[config.mk]
export PLATFORM = sky130hd
export DESIGN_NAME = stop_and_wait_frame_receiver_unit
export DESIGN_NICKNAME = d
export VERILOG_FILES = /design/src/rtl/core/swfr_pkg.sv /design/src/rtl/core/swfr_front.sv /design/src/rtl/core/swfr_queue.sv /design/src/rtl/core/swfr_back.sv /design/src/rtl/core/stop_and_wait_frame_receiver_unit.sv
export SDC_FILE = /design/constraint.sdc
export NUM_CORES = 1
export LEC_CHECK = 0
export CORE_ASPECT_RATIO = 0.7
export CORE_MARGIN = 3
export CORE_UTILIZATION = 30
export CTS_BUF_LIST = sky130_fd_sc_hd__clkbuf_8
export CTS_CLUSTER_DIAMETER = 200
export DETAILED_ROUTE_END_ITERATION = 12
export DONT_BUFFER_PORTS = 1
export GPL_TIMING_DRIVEN = 0
export HOLD_SLACK_MARGIN = 0.06
export SLEW_MARGIN = 20
export SYNTH_ARGS = -nofsm -noshare
export SYNTH_HDL_FRONTEND = slang
export SYNTH_SLANG_ARGS = --single-unit
[constraint.sdc]
create_clock -name clk -period 4.8 [get_ports clk]
set_input_delay 0.96 -clock clk [delete_from_list [all_inputs] [get_ports clk]]
set_output_delay 0.96 -clock clk [all_outputs]
set_load 0.01 [all_outputs]
[src/rtl/core/swfr_pkg.sv]
// Shared types, constants and the CRC-8 step for the stop-and-wait frame receiver.
package swfr_pkg;

	// frame geometry
	localparam int FRAME_BYTES   = 18;
	localparam int PAYLOAD_SLOTS = FRAME_BYTES - 3;
	localparam int POS_W         = $clog2(FRAME_BYTES);
	localparam int PAY_AW        = $clog2(PAYLOAD_SLOTS);
	localparam int PAY_CNT_W     = $clog2(PAYLOAD_SLOTS + 1);
	localparam int QUEUE_DEPTH   = 2;
	localparam int QCNT_W        = $clog2(QUEUE_DEPTH + 1);

	// protocol constants
	localparam logic [7:0] CRC_POLY      = 8'h31;
	localparam logic [3:0] TYPE_ERROR    = 4'hE;
	localparam logic [3:0] TYPE_END      = 4'hF;
	localparam logic [3:0] RESP_ACK      = 4'h1;
	localparam logic [5:0] MARKER_RESET  = 6'h1E;
	localparam logic [1:0] SEQ_RESET     = 2'd1;
	localparam logic [7:0] RESP_RESET    = 8'h12;

	// result kinds
	localparam logic [1:0] KIND_PAYLOAD  = 2'd0;
	localparam logic [1:0] KIND_ERROR    = 2'd1;
	localparam logic [1:0] KIND_RESP     = 2'd2;

	// register index (paddr[2])
	localparam logic REG_FRAME_MARKER = 1'b0;

	// one finished frame, as the back end needs it
	typedef struct packed {
		logic [5:0]           marker;
		logic [7:0]           resp_hdr;
		logic [PAY_CNT_W-1:0] pay_cnt;
		logic                 pay_err;
		logic                 done;
	} frame_desc_t;

	// front end writes into the queue
	typedef struct packed {
		logic              push;
		frame_desc_t       desc;
		logic              pay_we;
		logic [PAY_AW-1:0] pay_addr;
		logic [7:0]        pay_data;
	} front_wr_t;

	// back end reads from the queue
	typedef struct packed {
		logic              pop;
		logic [PAY_AW-1:0] rd_addr;
	} back_rd_t;

	// queue status
	typedef struct packed {
		logic              full;
		logic              empty;
		frame_desc_t       head;
		logic [7:0]        rd_data;
	} queue_stat_t;

	typedef enum logic [1:0] {
		BK_IDLE,
		BK_PAY,
		BK_RESP
	} back_state_t;

	// CRC-8, MSB first, one byte
	function automatic logic [7:0] crc_byte(input logic [7:0] crc, input logic [7:0] b);
		logic [7:0] r;
		r = crc ^ b;
		for (int k = 0; k < 8; k++) begin
			if (r[7]) begin
				r = {r[6:0], 1'b0} ^ CRC_POLY;
			end else begin
				r = {r[6:0], 1'b0};
			end
		end
		return r;
	endfunction

endpackage

[src/rtl/core/swfr_front.sv]
// Front end: takes frame words, runs the CRC, stores header and payload, classifies frames.
module swfr_front (
	input  logic                  clk,
	input  logic                  arst_n,
	input  logic [7:0]            rx_byte,
	input  logic                  frame_start,
	input  logic                  rx_valid,
	output logic                  rx_ready,
	input  logic [5:0]            frame_marker,
	input  logic                  queue_full,
	output swfr_pkg::front_wr_t   wr
);
	import swfr_pkg::*;

	logic [POS_W-1:0]     pos_q;
	logic [7:0]           crc_q;
	logic [7:0]           hdr0_q;
	logic [7:0]           hdr1_q;
	logic [1:0]           exp_seq_q;
	logic [7:0]           resp_hdr_q;

	logic                 acc;
	logic [POS_W-1:0]     pos;
	logic [7:0]           crc_new;
	logic                 last_byte;
	logic                 mark_ok;
	logic                 frame_ok;
	logic [1:0]           seqn;
	logic [3:0]           ftype;
	logic [3:0]           len;
	logic [PAY_CNT_W-1:0] len_sat;
	logic [1:0]           exp_next;
	logic [7:0]           resp_next;
	logic [PAY_CNT_W-1:0] pay_cnt;
	logic [POS_W-1:0]     pay_off;

	// the slot being filled must be free
	assign rx_ready = !queue_full;
	assign acc      = rx_valid && rx_ready;

	// position and CRC, restarted by frame_start
	assign pos       = frame_start ? '0 : pos_q;
	assign crc_new   = crc_byte(frame_start ? 8'h00 : crc_q, rx_byte);
	assign last_byte = (pos == POS_W'(FRAME_BYTES - 1));

	// header fields; both header words are in place by the last word
	assign mark_ok  = (hdr0_q[7:2] == frame_marker);
	assign seqn     = hdr1_q[5:4];
	assign ftype    = hdr1_q[3:0];
	assign len      = {hdr0_q[1:0], hdr1_q[7:6]};
	assign len_sat  = (32'(len) > PAYLOAD_SLOTS) ? PAY_CNT_W'(PAYLOAD_SLOTS)
	                                             : PAY_CNT_W'(len);
	assign frame_ok = mark_ok && (seqn == exp_seq_q) && (crc_new == 8'h00);

	// what an accepted frame releases
	always_comb begin
		pay_cnt = '0;
		if (frame_ok) begin
			if (ftype == TYPE_ERROR) begin
				pay_cnt = PAY_CNT_W'(1);
			end else if (ftype != TYPE_END) begin
				pay_cnt = len_sat;
			end
		end
	end

	assign exp_next  = frame_ok ? exp_seq_q + 2'd1 : exp_seq_q;
	assign resp_next = frame_ok ? {2'b00, exp_seq_q, RESP_ACK} : resp_hdr_q;

	// queue write
	assign pay_off          = pos - POS_W'(2);
	assign wr.push          = acc && last_byte;
	assign wr.desc.marker   = frame_marker;
	assign wr.desc.resp_hdr = resp_next;
	assign wr.desc.pay_cnt  = pay_cnt;
	assign wr.desc.pay_err  = (ftype == TYPE_ERROR);
	assign wr.desc.done     = mark_ok && (ftype == TYPE_END) && (seqn == exp_next - 2'd1);
	assign wr.pay_we        = acc && (pos >= POS_W'(2)) && !last_byte;
	assign wr.pay_addr      = pay_off[PAY_AW-1:0];
	assign wr.pay_data      = rx_byte;

	// control state
	always_ff @(posedge clk or negedge arst_n) begin
		if (!arst_n) begin
			pos_q      <= '0;
			crc_q      <= 8'h00;
			exp_seq_q  <= SEQ_RESET;
			resp_hdr_q <= RESP_RESET;
		end else if (acc) begin
			pos_q <= last_byte ? '0 : pos + POS_W'(1);
			crc_q <= last_byte ? 8'h00 : crc_new;
			if (last_byte) begin
				exp_seq_q  <= exp_next;
				resp_hdr_q <= resp_next;
			end
		end
	end

	// header words
	always_ff @(posedge clk) begin
		if (acc && pos == POS_W'(0)) begin
			hdr0_q <= rx_byte;
		end
		if (acc && pos == POS_W'(1)) begin
			hdr1_q <= rx_byte;
		end
	end

endmodule

[src/rtl/core/swfr_queue.sv]
// Two-slot frame queue: per slot a frame descriptor and its payload bank.
module swfr_queue (
	input  logic                   clk,
	input  logic                   arst_n,
	input  swfr_pkg::front_wr_t    wr,
	input  swfr_pkg::back_rd_t     rd,
	output swfr_pkg::queue_stat_t  stat
);
	import swfr_pkg::*;

	frame_desc_t       desc_q [QUEUE_DEPTH];
	logic [7:0]        pay_q  [QUEUE_DEPTH][PAYLOAD_SLOTS];
	logic [QCNT_W-1:0] count_q;
	logic              wr_ptr_q;
	logic              rd_ptr_q;

	assign stat.full    = (count_q == QCNT_W'(QUEUE_DEPTH));
	assign stat.empty   = (count_q == '0);
	assign stat.head    = desc_q[rd_ptr_q];
	assign stat.rd_data = pay_q[rd_ptr_q][rd.rd_addr];

	// pointers and fill count
	always_ff @(posedge clk or negedge arst_n) begin
		if (!arst_n) begin
			count_q  <= '0;
			wr_ptr_q <= 1'b0;
			rd_ptr_q <= 1'b0;
		end else begin
			if (wr.push) begin
				wr_ptr_q <= !wr_ptr_q;
			end
			if (rd.pop) begin
				rd_ptr_q <= !rd_ptr_q;
			end
			case ({wr.push, rd.pop})
				2'b10:   count_q <= count_q + QCNT_W'(1);
				2'b01:   count_q <= count_q - QCNT_W'(1);
				default: count_q <= count_q;
			endcase
		end
	end

	// slot storage, filled at the write pointer
	always_ff @(posedge clk) begin
		if (wr.push) begin
			desc_q[wr_ptr_q] <= wr.desc;
		end
		if (wr.pay_we) begin
			pay_q[wr_ptr_q][wr.pay_addr] <= wr.pay_data;
		end
	end

endmodule

[src/rtl/core/swfr_back.sv]
// Back end: plays out payload or error words, then the 18-word response frame.
module swfr_back (
	input  logic                  clk,
	input  logic                  arst_n,
	input  swfr_pkg::queue_stat_t stat,
	output swfr_pkg::back_rd_t    rd,
	output logic                  res_valid,
	input  logic                  res_ready,
	output logic [1:0]            kind,
	output logic [7:0]            value,
	output logic                  transfer_done,
	output logic                  last
);
	import swfr_pkg::*;

	back_state_t      state_q, state_d;
	logic [POS_W-1:0] idx_q, idx_d;
	logic [7:0]       crc_q, crc_d;
	logic             res_valid_q;
	logic [1:0]       kind_q;
	logic [7:0]       value_q;
	logic             done_q;
	logic             last_q;

	logic             can_issue;
	logic             emit;
	logic [1:0]       emit_kind;
	logic [7:0]       emit_value;
	logic             emit_done;
	logic             emit_last;
	logic [7:0]       resp_byte;
	logic             resp_end;
	logic             pay_end;
	logic             pop;

	assign can_issue = !res_valid_q || res_ready;
	assign rd.rd_addr = idx_q[PAY_AW-1:0];
	assign rd.pop     = pop;
	assign resp_end  = (idx_q == POS_W'(FRAME_BYTES - 1));
	assign pay_end   = (idx_q == POS_W'(stat.head.pay_cnt) - POS_W'(1));

	// response frame word at idx_q
	always_comb begin
		if (idx_q == POS_W'(0)) begin
			resp_byte = {stat.head.marker, 2'b00};
		end else if (idx_q == POS_W'(1)) begin
			resp_byte = stat.head.resp_hdr;
		end else if (resp_end) begin
			resp_byte = crc_byte(crc_q, 8'h00);
		end else begin
			resp_byte = 8'h00;
		end
	end

	// sequencer
	always_comb begin
		state_d    = state_q;
		idx_d      = idx_q;
		crc_d      = crc_q;
		emit       = 1'b0;
		emit_kind  = KIND_RESP;
		emit_value = resp_byte;
		emit_done  = 1'b0;
		emit_last  = 1'b0;
		pop        = 1'b0;
		case (state_q)
			BK_IDLE: begin
				idx_d = '0;
				crc_d = 8'h00;
				if (!stat.empty) begin
					state_d = (stat.head.pay_cnt != '0) ? BK_PAY : BK_RESP;
				end
			end
			BK_PAY: begin
				if (can_issue) begin
					emit       = 1'b1;
					emit_kind  = stat.head.pay_err ? KIND_ERROR : KIND_PAYLOAD;
					emit_value = stat.rd_data;
					if (pay_end) begin
						state_d = BK_RESP;
						idx_d   = '0;
					end else begin
						idx_d = idx_q + POS_W'(1);
					end
				end
			end
			BK_RESP: begin
				if (can_issue) begin
					emit       = 1'b1;
					emit_last  = resp_end;
					emit_done  = resp_end && stat.head.done;
					crc_d      = crc_byte(crc_q, resp_byte);
					if (resp_end) begin
						pop     = 1'b1;
						state_d = BK_IDLE;
						idx_d   = '0;
					end else begin
						idx_d = idx_q + POS_W'(1);
					end
				end
			end
			default: begin
				state_d = BK_IDLE;
			end
		endcase
	end

	always_ff @(posedge clk or negedge arst_n) begin
		if (!arst_n) begin
			state_q     <= BK_IDLE;
			idx_q       <= '0;
			crc_q       <= 8'h00;
			res_valid_q <= 1'b0;
		end else begin
			state_q <= state_d;
			idx_q   <= idx_d;
			crc_q   <= crc_d;
			if (can_issue) begin
				res_valid_q <= emit;
			end
		end
	end

	// output word register
	always_ff @(posedge clk) begin
		if (emit) begin
			kind_q  <= emit_kind;
			value_q <= emit_value;
			done_q  <= emit_done;
			last_q  <= emit_last;
		end
	end

	assign res_valid     = res_valid_q;
	assign kind          = kind_q;
	assign value         = value_q;
	assign transfer_done = done_q;
	assign last          = last_q;

endmodule

[src/rtl/core/stop_and_wait_frame_receiver_unit.sv]
// Top level of the stop-and-wait frame receiver: config register, front, queue, back.
//
// Usage: frame words enter on rx_byte/frame_start under rx_valid/rx_ready, one per
// cycle; frame_start resynchronizes to word 0. Each 18-word frame is checked for
// marker, sequence number and CRC-8; result words leave on kind/value/
// transfer_done/last under res_valid/res_ready: payload words (or one error code),
// then the 18-word response frame, last set on its final word.
// Flow: the back end passes through its idle state, then plays out the payload or
// error words and the response frame, one result word per cycle while res_ready is
// high; a two-frame queue between the front and back ends lets the front take a
// whole new frame meanwhile, so rx_ready drops only while both queue slots hold
// frames not yet played out.
// If the result side stalls, the output register holds its word, the back end
// waits, and once the queue fills, rx_ready goes low.
// Reset: marker 30, expected sequence 1, response NACK header 0x12, queue empty.
// frame_marker is written over the APB port at byte address 0; the user must write
// it only while idle, as the block itself does not enforce this.
module stop_and_wait_frame_receiver_unit (
	input  logic        clk,
	input  logic        arst_n,
	input  logic        psel,
	input  logic        penable,
	input  logic        pwrite,
	input  logic [2:0]  paddr,
	input  logic [31:0] pwdata,
	output logic [31:0] prdata,
	output logic        pready,
	input  logic [7:0]  rx_byte,
	input  logic        frame_start,
	input  logic        rx_valid,
	output logic        rx_ready,
	output logic [1:0]  kind,
	output logic [7:0]  value,
	output logic        transfer_done,
	output logic        last,
	output logic        res_valid,
	input  logic        res_ready
);
	import swfr_pkg::*;

	logic [5:0]  frame_marker_q;
	front_wr_t   fwr;
	back_rd_t    brd;
	queue_stat_t qstat;

	// configuration register
	assign pready = 1'b1;
	assign prdata = (paddr[2] == REG_FRAME_MARKER) ? {26'd0, frame_marker_q} : 32'd0;

	always_ff @(posedge clk or negedge arst_n) begin
		if (!arst_n) begin
			frame_marker_q <= MARKER_RESET;
		end else if (psel && penable && pwrite && pready && paddr[2] == REG_FRAME_MARKER) begin
			frame_marker_q <= pwdata[5:0];
		end
	end

	swfr_front u_front (
		.clk          (clk),
		.arst_n       (arst_n),
		.rx_byte      (rx_byte),
		.frame_start  (frame_start),
		.rx_valid     (rx_valid),
		.rx_ready     (rx_ready),
		.frame_marker (frame_marker_q),
		.queue_full   (qstat.full),
		.wr           (fwr)
	);

	swfr_queue u_queue (
		.clk    (clk),
		.arst_n (arst_n),
		.wr     (fwr),
		.rd     (brd),
		.stat   (qstat)
	);

	swfr_back u_back (
		.clk           (clk),
		.arst_n        (arst_n),
		.stat          (qstat),
		.rd            (brd),
		.res_valid     (res_valid),
		.res_ready     (res_ready),
		.kind          (kind),
		.value         (value),
		.transfer_done (transfer_done),
		.last          (last)
	);

`ifndef ASSERT_OFF
	// a finished transfer is flagged only on a frame's final word
	a_done_on_last: assert property (@(posedge clk) disable iff (!arst_n)
		res_valid && transfer_done |-> last)
		else $error("transfer_done without last");

	// every frame ends with a response word
	a_last_is_resp: assert property (@(posedge clk) disable iff (!arst_n)
		res_valid && last |-> kind == KIND_RESP)
		else $error("last on a non-response word");

	// the front never completes a frame into a full queue
	a_no_push_full: assert property (@(posedge clk) disable iff (!arst_n)
		fwr.push |-> !qstat.full)
		else $error("push into full frame queue");

	// a pop always follows a non-empty queue
	a_no_pop_empty: assert property (@(posedge clk) disable iff (!arst_n)
		brd.pop |-> !qstat.empty)
		else $error("pop from empty frame queue");
`endif

endmodule

==> flow_summary.ini <==
[power]
power_uw = 8080
vdd_ir_drop_max_uv = 368
clkPwrFrac_pct = 29.5
p_sw_share_pct = 29.8
pwr-share-seq_pct = 45.9
p_int_uw = 5680
power.net_switching_uw = 2400
p_leak_uw = 0.00608
pwr-share-comb_pct = 24.6
powerDensity_nw_per_um2 = 456

[placed_design]
port_buffers = 0
dpl_cell_area_um2 = 16700
dp_hpwl_mm = 24.9
place_inst = 1685
gp_congestion = 0.794

[min_path]
hold_path.class = in2async

[timing]
hold_viol_final = 0
worst_slew_pin_slew_ns = 1.03
fmax_mhz = 220
fin_crit_sh_pct = 94.5
post-route-min-period_ns = 4.54
rsz0062_at_grt = false
fin_worst_skew_ns = 0.0252
setup_tns_ns = 0
setup_violations = 0
drv_slew = 0
slew_headroom_pct = 31.1

[route]
drc = 0
detail-route-antenna-nets = 0
drtPass1Iterations = 5
routed_wl_mm = 36.5
drt-initial-drc-count = 874
viasPerCell = 4.85
via_count = 8627
wire_per_inst_um = 20.5

[yosys]
synth-edff-count = 308
synth-seq-cells = 357
netlist_area_um2 = 15700
yosys.area_share.simple_pct = 7.32
synthAdderAreaFrac_pct = 1.28
synthArstFlopShare_pct = 13.7
syn-mean-instance-area_um2 = 15.9
synthCells = 985
synthMuxAreaShare_pct = 12.6
synth_compound_area_share_pct = 4.23
yosysUniqueCellTypes = 67
synth_seq_area_share_pct = 66.8
yosys_warnings = 0
synth_xor_area_share_pct = 4.86
synth_top_family_by_area = multiplexers
synth_ff_type = edfxtp_1

[global_route]
grt_pass1_vias = 8699
grt-ovfl-total = 0
grt_max_degree = 43
grt_use_total_pct = 13.1
antenna_found_initial = 0
grt_first_pass_wirelength_mm = 54.4

[floorplanning]
core-area_um2 = 51200
start_util_pct = 30.7
die_y_um = 197
die_area_um2 = 55200
io_pins = 98
die_x_um = 279
rows = 69

[setup_path]
crit_path_cell_trace = clkbuf_1 -> clkbuf_1 -> buf_1 -> inv_1 -> ha_1 -> or4b_4 -> buf_6 -> nor2_1 -> a311o_1 -> and3_1 -> o41a_1 -> or2_1 -> a221o_1
crit_cells = 13
worst-path-max-fanout = 10
worst-path-buf-inv = 5
cp.arrival_ns = 5.01
worstRegToRegCells = 13
path_class = reg2reg
critPathLaunchType = register
timing.critical_path.mode_cell = clkbuf_1
path_delay_family = buffers and inverters
ff2ff_setup_slack_ns = 0.26
critPathRequiredTime_ns = 5.27
crit_slowest_cell = clkbuf_1
slowest_delay_ns = 0.62
crit_path_end_kind = register

[clock_network]
clkTransAtPathRegs_ns = 0.07
cts_buffer_depth = 3
post-cts-setup-buffers = 0
cts_root_buffer = clkbuf_8
clock_latency_ns = 0.60
clkSinkCount = 357
numCtsBuffers = 50
htreeDepth = 2
cts_tree = yes

[cells_and_area]
drive_gt1_share_pct = 19.4
area_growth_pct = 12.9
mostFrequentLayoutCell = edfxtp_1
final_cells = 1778
design_area_um2 = 17700
antenna_cells = 0
mostFrequentLayoutCells = edfxtp_1 (308), nand2_1 (75), mux4_2 (61)
nNetsFinal = 1130

[run_status]
status = complete, no violations

[flow_run]
maxCapViolCount = 0
[routing by layer]
layer | track usage (%) | up-vias | part of all wire, % | wire length, µm
li1 | - | 3853 | - | -
met4 | 2.28 | 0 | 1.0 | 369
met3 | 3.96 | 41 | 8.3 | 3010
met2 | 18.0 | 276 | 41 | 15100
met5 | 0 | - | 0 | 0
met1 | 20.3 | 4457 | 49 | 18000
[power by group through the flow]
stage	combinational [µW]	clock, µW	sequential (µW)
finish	1990	2380	3710
global route	2150	2580	3730
CTS	1970	2430	3710
detailed placement	1950	0	3780
global placement	1920	0	3770
floorplan	1510	0	3740
[layout make-up]
class,count,area [µm²]
clock buffers,55,757
fillers,4861,33500
plain buffers,68,415
multi-input cells,572,4900
clock inverters,38,238
inverters,12,45.0
flip-flops and latches,357,10500
repair buffers,2,42.5
well taps,674,843
[sequential cells by signal, indices dropped and copies added, names as in the netlist, 5 cells and up]
name / cells
u_queue.pay_q: 240
frame_marker_q: 6
u_front.resp_hdr_q: 8
u_back.value: 8
u_front.hdr1_q: 8
u_back.idx_q: 5
u_back.crc_q: 8
u_front.hdr0_q: 8
u_queue.desc_q: 40
u_front.pos_q: 5
u_front.crc_q: 8
[cell usage after synthesis (all sizes together), types with 3 or more instances]
library cell	number	area share [%]
nor2	59	1.4
clkbuf	20	0.48
and3	7	0.28
o2111ai	3	0.17
nand2	75	1.8
or3	3	0.12
nor3	11	0.35
mux2i	41	2.6
nand3	12	0.38
or2	5	0.20
buf	49	2.1
a21oi	9	0.29
nor4	4	0.20
o21ai	48	1.5
a211oi	5	0.24
xnor3	6	0.86
o22ai	4	0.16
and2	6	0.24
mux4	61	8.7
xnor2	46	2.6
edfxtp	308	59
xor2	23	1.3
nor3b	5	0.24
a22oi	5	0.30
a31oi	4	0.16
dfrtp	42	6.7
inv	12	0.29
nor2b	24	0.96
mux2	17	1.2
dfstp	7	1.2
nand2b	9	0.36
ha	16	1.3
a211o	4	0.22
[path summary, 6_finish.rpt]
check	from	endpoint
worst min register to register	u_front.resp_hdr_q[0]	u_front.resp_hdr_q[0]
min in group clk	rx_byte[0]	u_queue.pay_q[1][56]
worst max register to register	u_back.idx_q[0]	u_back.crc_q[0]
worst max-delay path	u_back.idx_q[0]	u_back.crc_q[0]
worst min-delay path	arst_n	u_front.crc_q[3]
max in group asynchronous	arst_n	u_back.idx_q[0]
[cell families (layout without fill, tap and decap cells)]
logic type / Yosys count / in the layout
other cells: 2 / 27
compound gates: 102 / 102
mux: 119 / 119
buf+inv: 81 / 175
fa+ha+maj: 16 / 16
simple gates: 232 / 232
flops: 357 / 357
xor+xnor: 76 / 76
[timing repair]
item | 4_1_cts | 5_1_grt
hold buffers | 1 | 0
endpoints found under the setup margin | 7 | 9
hold endpoints to repair | 42 | 0
resized for setup | 3 | 2
[worst reg2reg max path, delay by kind of cell, from the launching register on]
family          cells  cell delay [ns]
buf+inv             5             1.85
flops               1             0.38
compound gates      3             1.18
simple gates        4             0.74
fa+ha+maj           1             0.27
[metrics by stage]
stage               hold WS, ns  worst slack [ns]  util, %
global placement          0.445            -0.386     32.5
global route              0.164            0.0624     34.6
floorplan                 0.431             0.848        -
CTS                       0.171            0.0396     34.6
detailed placement        0.452            -0.308     32.5
finish                    0.199             0.264     34.6
No activity file was read; power rests on OpenSTA's default activity.
